`src/rtl/lms_pkg.sv`:
```
`timescale 1ns / 1ps
`default_nettype none
// ---------------------------------------------------------------------------
// LCD mode and line sequencer package
// Shared widths, timing constants, mode codes and the structs that pass
// configuration, sequencer state and per-tick results between modules.
// ---------------------------------------------------------------------------
package lms_pkg;

    // Field widths.
    localparam int DOT_W   = 9;
    localparam int LINE_W  = 8;
    localparam int IRQEN_W = 3;
    localparam int CFG_INDEX_W = 2;
    localparam int CFG_DATA_W  = 8;
    localparam int S_TDATA_W   = 8;
    localparam int M_TDATA_W   = 16;

    // Line timing.
    localparam logic [DOT_W-1:0]  DOTS_PER_LINE = 9'd456;
    localparam logic [DOT_W-1:0]  SCAN_DOTS     = 9'd80;
    localparam logic [DOT_W-1:0]  DOT_MAX       = 9'd511;
    localparam logic [LINE_W-1:0] VISIBLE_LINES = 8'd144;
    localparam logic [LINE_W-1:0] TOTAL_LINES   = 8'd154;

    // Configuration register indexes.
    localparam logic [CFG_INDEX_W-1:0] REG_LINE_COMPARE = 2'd0;
    localparam logic [CFG_INDEX_W-1:0] REG_STAT_IRQ_EN  = 2'd1;

    // Bits of the STAT interrupt enable register.
    localparam int IRQEN_HBLANK = 0;
    localparam int IRQEN_VBLANK = 1;
    localparam int IRQEN_MATCH  = 2;

    typedef enum logic [1:0] {
        MODE_LINE_IDLE  = 2'd0,
        MODE_FRAME_IDLE = 2'd1,
        MODE_SCAN       = 2'd2,
        MODE_PIXEL      = 2'd3
    } lms_mode_t;

    typedef struct packed {
        logic [LINE_W-1:0]  line_compare;
        logic [IRQEN_W-1:0] stat_irq_enables;
    } lms_cfg_t;

    typedef struct packed {
        logic [DOT_W-1:0]  dot_count;
        logic [LINE_W-1:0] current_line;
        lms_mode_t         current_mode;
        logic              match_flag;
    } lms_state_t;

    // Packed so that the last field lands in the lowest bits of tdata.
    typedef struct packed {
        logic              frame_done;
        logic              end_transfer;
        logic              start_transfer;
        logic              stat_irq;
        logic              vblank_irq;
        logic              line_match;
        logic [LINE_W-1:0] line;
        lms_mode_t         mode;
    } lms_result_t;

endpackage : lms_pkg
`default_nettype wire

```
`src/rtl/lms_cfg.sv`:
```
`timescale 1ns / 1ps
`default_nettype none
// ---------------------------------------------------------------------------
// LCD mode and line sequencer configuration registers
// Holds the line compare value and the STAT interrupt enables.
// ---------------------------------------------------------------------------
module lms_cfg (
    input  wire logic                           aclk,
    input  wire logic                           aresetn,
    input  wire logic                           cfg_write,
    input  wire logic [lms_pkg::CFG_INDEX_W-1:0] cfg_index,
    input  wire logic [lms_pkg::CFG_DATA_W-1:0]  cfg_data,
    output lms_pkg::lms_cfg_t                   cfg
);
    import lms_pkg::*;

    lms_cfg_t cfg_reg;

    always_ff @(posedge aclk) begin
        if (!aresetn) begin
            cfg_reg <= '0;
        end else if (cfg_write) begin
            case (cfg_index)
                REG_LINE_COMPARE: begin
                    cfg_reg.line_compare <= cfg_data[LINE_W-1:0];
                end
                REG_STAT_IRQ_EN: begin
                    cfg_reg.stat_irq_enables <= cfg_data[IRQEN_W-1:0];
                end
                default: begin
                    // Writes beyond the register list are dropped.
                end
            endcase
        end
    end

    assign cfg = cfg_reg;

endmodule : lms_cfg
`default_nettype wire

```
`src/rtl/lms_step.sv`:
```
`timescale 1ns / 1ps
`default_nettype none
// ---------------------------------------------------------------------------
// LCD mode and line sequencer tick logic
// Computes the next sequencer state and the result of one dot tick.
// ---------------------------------------------------------------------------
module lms_step (
    input  wire lms_pkg::lms_state_t state,
    input  wire lms_pkg::lms_cfg_t   cfg,
    input  wire logic                transfer_done,
    output lms_pkg::lms_state_t      state_next,
    output lms_pkg::lms_result_t     result
);
    import lms_pkg::*;

    logic [DOT_W-1:0]  dot_inc;
    logic [LINE_W-1:0] line_inc;
    logic              line_hit;
    logic              vbl;
    logic              stat;
    logic              start;
    logic              finish;
    logic              frame;

    // The dot counter advances first and saturates when a transfer hangs.
    assign dot_inc  = (state.dot_count < DOT_MAX) ? state.dot_count + DOT_W'(1)
                                                  : state.dot_count;
    assign line_inc = state.current_line + LINE_W'(1);
    assign line_hit = (line_inc == cfg.line_compare);

    always_comb begin
        state_next           = state;
        state_next.dot_count = dot_inc;
        vbl    = 1'b0;
        stat   = 1'b0;
        start  = 1'b0;
        finish = 1'b0;
        frame  = 1'b0;

        case (state.current_mode)
            MODE_SCAN: begin
                if (dot_inc >= SCAN_DOTS) begin
                    state_next.current_mode = MODE_PIXEL;
                    start = 1'b1;
                end
            end
            MODE_PIXEL: begin
                if (transfer_done) begin
                    state_next.current_mode = MODE_LINE_IDLE;
                    finish = 1'b1;
                    stat   = cfg.stat_irq_enables[IRQEN_HBLANK];
                end
            end
            MODE_FRAME_IDLE: begin
                if (dot_inc >= DOTS_PER_LINE) begin
                    state_next.current_line = line_inc;
                    state_next.match_flag   = line_hit;
                    state_next.dot_count    = '0;
                    stat = line_hit & cfg.stat_irq_enables[IRQEN_MATCH];
                    // The compare above sees the last line before the wrap.
                    if (line_inc >= TOTAL_LINES) begin
                        state_next.current_mode = MODE_SCAN;
                        state_next.current_line = '0;
                    end
                end
            end
            MODE_LINE_IDLE: begin
                if (dot_inc >= DOTS_PER_LINE) begin
                    state_next.current_line = line_inc;
                    state_next.match_flag   = line_hit;
                    state_next.dot_count    = '0;
                    stat = line_hit & cfg.stat_irq_enables[IRQEN_MATCH];
                    if (line_inc >= VISIBLE_LINES) begin
                        state_next.current_mode = MODE_FRAME_IDLE;
                        vbl   = 1'b1;
                        frame = 1'b1;
                        stat  = stat | cfg.stat_irq_enables[IRQEN_VBLANK];
                    end else begin
                        state_next.current_mode = MODE_SCAN;
                    end
                end
            end
            default: begin
                state_next = state;
            end
        endcase
    end

    always_comb begin
        result.mode           = state_next.current_mode;
        result.line           = state_next.current_line;
        result.line_match     = state_next.match_flag;
        result.vblank_irq     = vbl;
        result.stat_irq       = stat;
        result.start_transfer = start;
        result.end_transfer   = finish;
        result.frame_done     = frame;
    end

endmodule : lms_step
`default_nettype wire

```
`src/rtl/lcd_mode_line_sequencer.sv`:
```
`timescale 1ns / 1ps
`default_nettype none
// ---------------------------------------------------------------------------
// LCD mode and line sequencer
// Tracks dot, line and LCD mode per dot tick and emits mode, line, interrupt
// pulses and pixel pipeline strobes for every tick.
// ---------------------------------------------------------------------------
// Usage:
// Each beat on the s_ channel is one dot clock tick; bit 0 of s_tdata says
// that the pixel pipeline has pushed a full line. Every tick produces exactly
// one beat on the m_ channel with the mode, line and the event pulses of that
// tick. The cfg_ channel writes the line compare value (index 0) and the STAT
// interrupt enables (index 1); it is always ready and should only be used
// while no ticks are in flight.
// A tick lands in the input register, then the mode rule runs on it and its
// result loads the result register. Throughput is one tick per cycle while
// the receiver keeps m_tready high. When the receiver stalls, the result
// register holds its beat and the input register takes one more tick before
// s_tready drops. Reset puts the line at 0 in OAM scan with the dot counter
// cleared, clears both configuration registers and empties both pipeline
// registers.
// ---------------------------------------------------------------------------
module lcd_mode_line_sequencer (
    input  wire logic                            aclk,
    input  wire logic                            aresetn,
    // Tick input.
    input  wire logic                            s_tvalid,
    output logic                                 s_tready,
    // s_tdata bit 0: transfer_done; bits 7:1 unused.
    input  wire logic [lms_pkg::S_TDATA_W-1:0]   s_tdata,
    // Per-tick result.
    output logic                                 m_tvalid,
    input  wire logic                            m_tready,
    // m_tdata from bit 0: mode[1:0], line[9:2], line_match[10],
    // vblank_irq[11], stat_irq[12], start_transfer[13], end_transfer[14],
    // frame_done[15].
    output logic [lms_pkg::M_TDATA_W-1:0]        m_tdata,
    // Configuration write channel.
    input  wire logic                            cfg_valid,
    output logic                                 cfg_ready,
    input  wire logic [lms_pkg::CFG_INDEX_W-1:0] cfg_index,
    input  wire logic [lms_pkg::CFG_DATA_W-1:0]  cfg_data
);
    import lms_pkg::*;

    lms_cfg_t    cfg;
    lms_state_t  state_reg;
    lms_state_t  state_next;
    lms_result_t result;

    logic        in_valid_reg;
    logic        in_done_reg;
    logic        out_valid_reg;
    lms_result_t out_data_reg;
    logic        advance;

    assign cfg_ready = 1'b1;

    lms_cfg u_cfg (
        .aclk      (aclk),
        .aresetn   (aresetn),
        .cfg_write (cfg_valid & cfg_ready),
        .cfg_index (cfg_index),
        .cfg_data  (cfg_data),
        .cfg       (cfg)
    );

    lms_step u_step (
        .state         (state_reg),
        .cfg           (cfg),
        .transfer_done (in_done_reg),
        .state_next    (state_next),
        .result        (result)
    );

    // The result register can take a new beat when it is empty or draining.
    assign advance  = !out_valid_reg || m_tready;
    assign s_tready = !in_valid_reg || advance;

    // Input register.
    always_ff @(posedge aclk) begin
        if (!aresetn) begin
            in_valid_reg <= 1'b0;
        end else if (s_tvalid && s_tready) begin
            in_valid_reg <= 1'b1;
        end else if (advance) begin
            in_valid_reg <= 1'b0;
        end
    end

    always_ff @(posedge aclk) begin
        if (s_tvalid && s_tready) begin
            in_done_reg <= s_tdata[0];
        end
    end

    // Sequencer state moves only when a tick is handed to the result register.
    always_ff @(posedge aclk) begin
        if (!aresetn) begin
            state_reg.dot_count    <= '0;
            state_reg.current_line <= '0;
            state_reg.current_mode <= MODE_SCAN;
            state_reg.match_flag   <= 1'b0;
        end else if (in_valid_reg && advance) begin
            state_reg <= state_next;
        end
    end

    // Result register.
    always_ff @(posedge aclk) begin
        if (!aresetn) begin
            out_valid_reg <= 1'b0;
        end else if (advance) begin
            out_valid_reg <= in_valid_reg;
        end
    end

    always_ff @(posedge aclk) begin
        if (in_valid_reg && advance) begin
            out_data_reg <= result;
        end
    end

    assign m_tvalid = out_valid_reg;
    assign m_tdata  = out_data_reg;

endmodule : lcd_mode_line_sequencer
`default_nettype wire

```
`config.mk`:
```
export PLATFORM = sky130hd
export DESIGN_NAME = lcd_mode_line_sequencer
export DESIGN_NICKNAME = d
export VERILOG_FILES = /design/src/rtl/lms_pkg.sv /design/src/rtl/lms_cfg.sv /design/src/rtl/lms_step.sv /design/src/rtl/lcd_mode_line_sequencer.sv
export SDC_FILE = /design/constraint.sdc
export NUM_CORES = 1
export LEC_CHECK = 0
export ABC_AREA = 1
export BUFFER_PORTS_ARGS = -buffer_cell sky130_fd_sc_hd__buf_2
export CORE_MARGIN = 2
export CORE_UTILIZATION = 29
export DETAILED_ROUTE_END_ITERATION = 7
export GPL_ROUTABILITY_DRIVEN = 0
export PLACE_DENSITY = 0.51
export SLEW_MARGIN = 20
export SYNTH_ARGS = -nofsm -noshare
export SYNTH_HDL_FRONTEND = slang
export SYNTH_SLANG_ARGS = --single-unit
```
`constraint.sdc`:
```
create_clock -name aclk -period 2.15 [get_ports aclk]
set_input_delay 0.645 -clock aclk [delete_from_list [all_inputs] [get_ports aclk]]
set_output_delay 0.645 -clock aclk [all_outputs]
set_load 0.01 [all_outputs]
```
---- Word-level counts from Yosys, hierarchy flattened ----
Cells that the tools add are included.
word-level totals
  bits in registers ....................... 49
  input bits .............................. 23
  output and inout bits ................... 19
  word-level logic and storage cells ...... 62
operators by class
  $add $sub $neg .......................... 2
  $lt $le $gt $ge ......................... 5
  equality and inequality tests ........... 5
  muxes and demuxes ....................... 20
  bitwise operators ....................... 2
  reduce and logical (&&, ||, !) cells .... 12
operators by type and width
  operator               number
  $mux W20               2
  $pmux W17 S2           1
  $ge A8 B8 Y1 const B   2
  $mux W10               1
  $add A9 B1 Y9 const B  1
  $ge A9 B7 Y1 const B   1
  $ge A9 B9 Y1 const B   1
  $lt A9 B9 Y1 const B   1
  $mux W1                9
  $mux W9                1
  $add A8 B1 Y8 const B  1
  $eq A8 B8 Y1           1
  $pmux W2 S4            1
  $mux W2                3
  $reduce_and A2 Y1      3
  $eq A2 B1 Y1 const B   2
  $eq A2 B2 Y1 const B   2
  $logic_not A2 Y1       2
  $pmux W1 S3            1
  $logic_and A1 B1 Y1    2
  $logic_not A1 Y1       2
  $logic_or A1 B1 Y1     2
  $pmux W1 S2            1
  $reduce_bool A2 Y1     1
  2 further kinds        2

---- Depth between registers and ports, before layout ----
  word-level depth ........................ 7
  gate-level depth with buffers ........... 16
  depth with buffers taken out ............ 14

---- By module ----
Synthesis repeated with hierarchy kept, for this count alone.
second synthesis, totals
  cell total of the unflattened synthesis .. 468
  area total of the unflattened synthesis .. 3355.7 um^2
by module, submodules not included
  module                   times used  cells an instance  area each (um^2)  seq. area each (um^2)
  lcd_mode_line_sequencer  1           161                1691.6            950.9
  lms_step                 1           234                1163.6            0.0
  lms_cfg                  1           73                 500.5             220.2

---- Worst setup path after synthesis ----
No wires, ideal clock.
  kind .................................... reg2reg
  from .................................... register state_reg[12] (netlist name)
  to ...................................... register out_data_reg, in the netlist m_tdata[2] (data pin)
  setup time .............................. 0.252 ns
  arrival ................................. 1.638 ns
  required time ........................... 1.898 ns
  setup slack ............................. 0.260 ns
  cell stages (with the launch flop) ...... 12
  buffers on the path ..................... 1
  period minus slack after synthesis ...... 1.890 ns
  cells stage by stage .................... dfxtp_1 ha_1 nand3_1 o21bai_1 nand2_1 nand2_1 nand2_1 nor2_2 buf_6 nand3_1 nand3_1 inv_1
RTL lines
  element                   RTL line                        RTL
  start: declaration        lcd_mode_line_sequencer.sv:47   lms_state_t state_reg;
  start signal: assignment  lcd_mode_line_sequencer.sv:105  state_reg <= state_next;
  end signal: assignment    lcd_mode_line_sequencer.sv:120  out_data_reg <= result;
  end: declaration          lcd_mode_line_sequencer.sv:54   lms_result_t out_data_reg;

==> qor.log <==
INFO  worst_setup_path worst-endpoint-arrival=2.05ns
INFO  yosys          most_common_flop_cell_mapped_by_yosys=sky130_fd_sc_hd__dfxtp_1
INFO  die            boundaryPins=42
INFO  yosys          post-synth-top-area-cell=sky130_fd_sc_hd__dfxtp_1
INFO  cts            cts_hold_buf=0
INFO  yosys          avgSynthCellArea=7.24um2
INFO  cts            cts_num_sinks=49
INFO  cts            cts.root.buffer_cell=sky130_fd_sc_hd__clkbuf_8
INFO  cts            clk_pin_slew_worst_paths=0.09ns
INFO  worst_setup_path worstPathRequired=2.19ns
INFO  cts            cts_inserted_buffers=5
INFO  yosys          synth_edf_count=16
INFO  final_layout   fin_area=0.00357mm2
INFO  yosys          yosys-top-cells-area=sky130_fd_sc_hd__dfxtp_1, sky130_fd_sc_hd__edfxtp_1, sky130_fd_sc_hd__nand2_1
INFO  yosys          synth.net_count=430
INFO  detailed_routing detail_route.wl_per_cell=11.6um
INFO  sta            period_needed=2.01ns
INFO  worst_setup_path critical_path.reg2reg.startpoint=state_reg[11]
INFO  yosys          postSynthRegisterBits=49
INFO  pwr            p_total=1.89mW
INFO  die            fp.dieW=104um
INFO  detailed_routing drt_drc_violations_left=0
INFO  worst_setup_path critical_path.endpoint=m_tdata[8]
INFO  sta            final.period_utilization=93.4%
INFO  detailed_routing routed-via-count=2633
INFO  grt            groute.usage.overall=13.2%
INFO  worst_setup_path worstPathMaxFanout=6
INFO  final_layout   antenna_cells=0
INFO  cts            worstSkewPairLatency=0.30ns
INFO  detailed_routing detailed_route_wire_length=6900um
INFO  sta            fmax=498MHz
INFO  sta            worst_tran_pin_value=0.629ns
INFO  final_layout   flow.area_growth_from_synthesis=22.0%
INFO  worst_setup_path critical_path.endpoint_type=register
INFO  die            floorplan.die.height=104um
INFO  detailed_routing dr.first_iter.drc_count=86
INFO  final_layout   nFillCells=1025
INFO  pwr            cellLeakagePower=1.68nW
INFO  yosys          synth-seq-area-share=39.0%
INFO  sta            timing.final.hold_violations=0
INFO  cts            tritoncts=done
INFO  yosys          synthesized_instance_count=404
INFO  sta            timing.final.setup_violations=0
INFO  sta            report.final.slew_viol_count=0
INFO  cts            max-clock-path-buffers=2
INFO  cts            post_cts.resized_instances=0
INFO  pwr            power_density=530mW/mm2
INFO  sta            setup_tns=0ns
INFO  placed_design  port_buffers=33
INFO  sta            final.setup_skew=0.00473ns
INFO  worst_setup_path setup.reg_to_reg.worst_slack=0.14ns
INFO  pwr            irDropWorstVdd=0.228mV
INFO  yosys          cell_with_the_most_instances_after_synthesis=sky130_fd_sc_hd__nand2_1
INFO  yosys          netlist-cell-type-count=33
INFO  grt            antenna_found_initial=0
INFO  final_layout   post-route-util=36.5%
INFO  yosys          post_synth_instance_area=0.00293mm2
INFO  worst_setup_path cp-start-kind=register
INFO  cts            post_cts.repair.setup_buffers=0
INFO  grt            grt_start_max_net_pins=22
INFO  placed_design  dp_hpwl=5290um
INFO  cts            ctsHtreeMaxLevel=2
INFO  grt            grt_first_pass_wirelength=11800um
INFO  final_layout   largest_reg_flops=20
INFO  yosys          synth_largest_type_area_fraction=22.6%
INFO  yosys          async_flop_share=0%
INFO  die            start_util=29.9%
INFO  final_layout   finish.net_count=487
INFO  worst_setup_path r2r_cells=13
INFO  die            fp.coreArea=0.00977mm2
INFO  detailed_routing via_per_inst=4.43
INFO  yosys          synth_warnings=0
INFO  die            die-area=0.0109mm2
INFO  placed_design  postPlaceCellArea=0.00345mm2
INFO  detailed_routing antenna_left=0
INFO  sta            setup_repair_after_global_routing_missed_its_margin=yes
INFO  worst_setup_path crit_type=reg2reg
INFO  sta            slew_headroom=57.9%
INFO  worst_setup_path critPathLaunch=state_reg[11]
INFO  status         run_status=finished, final reports clean
INFO  grt            grt_pass1_vias=2592
INFO  die            placement_rows=36
INFO  grt            gr-total-overflow=0
INFO  hold_path      hp-class=reg2reg
INFO  job            cap_violations=0
INFO  sta            holdWs=0.464ns
INFO  detailed_routing detail_route.first_pass.iterations=4
INFO  final_layout   fraction_of_layout_instances_using_a_drive_strength_above_1=25.8%
INFO  yosys          synth.cells.most_frequent=sky130_fd_sc_hd__nand2_1, sky130_fd_sc_hd__nor2_1, sky130_fd_sc_hd__inv_1, sky130_fd_sc_hd__nand3_1, sky130_fd_sc_hd__dfxtp_1
INFO  worst_setup_path worst_r2r_endpoint=m_tdata[8]
-- worst min path at each step --
stage / start / endpoint / slack [ns] / cells after the start
global route: u_cfg.cfg[2] / u_cfg.cfg[2] / 0.49 / 2
finish: u_cfg.cfg[2] / u_cfg.cfg[2] / 0.46 / 2
global placement: u_cfg.cfg[2] / u_cfg.cfg[2] / 0.46 / 2
detailed placement: u_cfg.cfg[2] / u_cfg.cfg[2] / 0.46 / 2
CTS: u_cfg.cfg[2] / u_cfg.cfg[2] / 0.47 / 2
floorplan: u_cfg.cfg[2] / u_cfg.cfg[2] / 0.43 / 2
-- logic make-up after synthesis --
kind of cell / Yosys count / synth area share (%)
AO/OA/AOI/OAI: 47 / 8.85
XOR/XNOR: 10 / 2.99
adder cells (fa/ha/maj): 3 / 1.28
buffers and inverters: 58 / 8.55
flip-flops: 49 / 39.0
other: 1 / 0.128
AND/OR/NAND/NOR: 236 / 39.2
-- layout make-up --
type / instances / area (um2) / share of cell area [%]
multi-input cells: 297 / 1560 / 43.7
flip-flops and latches: 49 / 1150 / 32.2
repair buffers: 65 / 443 / 12.4
well taps: 133 / 166 / 4.66
inverters: 43 / 161 / 4.52
clock buffers: 8 / 90.1 / 2.52
-- critical path, cell delays in order (launching register included) --
cell,delay [ns]
sky130_fd_sc_hd__dfxtp_1,0.35
sky130_fd_sc_hd__ha_1,0.17
sky130_fd_sc_hd__buf_4,0.14
sky130_fd_sc_hd__nand4_1,0.10
sky130_fd_sc_hd__nand2_1,0.11
sky130_fd_sc_hd__nand3_2,0.09
sky130_fd_sc_hd__buf_4,0.15
sky130_fd_sc_hd__nor2_4,0.15
sky130_fd_sc_hd__nor2_8,0.06
sky130_fd_sc_hd__nand2_8,0.07
sky130_fd_sc_hd__buf_12,0.12
sky130_fd_sc_hd__nand2_2,0.05
sky130_fd_sc_hd__nand3_1,0.09
sky130_fd_sc_hd__nand3_2,0.09
-- cell usage in the layout (no fill, tap or decap), drive strengths merged --
| master | instances |
|---|---|
| edfxtp | 16 |
| nor2 | 60 |
| or2 | 1 |
| conb | 1 |
| nand4 | 7 |
| o21bai | 2 |
| buf | 65 |
| o211ai | 1 |
| nand2 | 115 |
| nor3 | 2 |
| xnor2 | 2 |
| dfxtp | 33 |
| xor2 | 8 |
| a21oi | 15 |
| nand3 | 51 |
| inv | 43 |
| clkbuf | 8 |
| o21ai | 29 |
| ha | 3 |
-- metal layers --
layer | global-route usage [%] | vias to the layer above | wire, um
met4 | 3.19 | 0 | 51
li1 | - | 1411 | -
met3 | 2.32 | 5 | 146
met2 | 25.3 | 19 | 3590
met5 | 0 | - | 0
met1 | 15.0 | 1198 | 3110
-- power breakdown --
part	switching [mW]	internal, mW	total (mW)
logic	0.178	0.120	0.298
clock network	0.289	0.263	0.551
registers	0.0344	1.01	1.04
total	0.501	1.39	1.89
-- per-stage QoR --
stage,setup slack (ns),std cells
6_report,0.142,595
4_1_cts,0.0835,595
3_5_place_dp,0.106,587
5_1_grt,-0.0310,595
2_1_floorplan,0.260,404
3_3_place_gp,0.129,587
(Power assumes the default switching activity.)
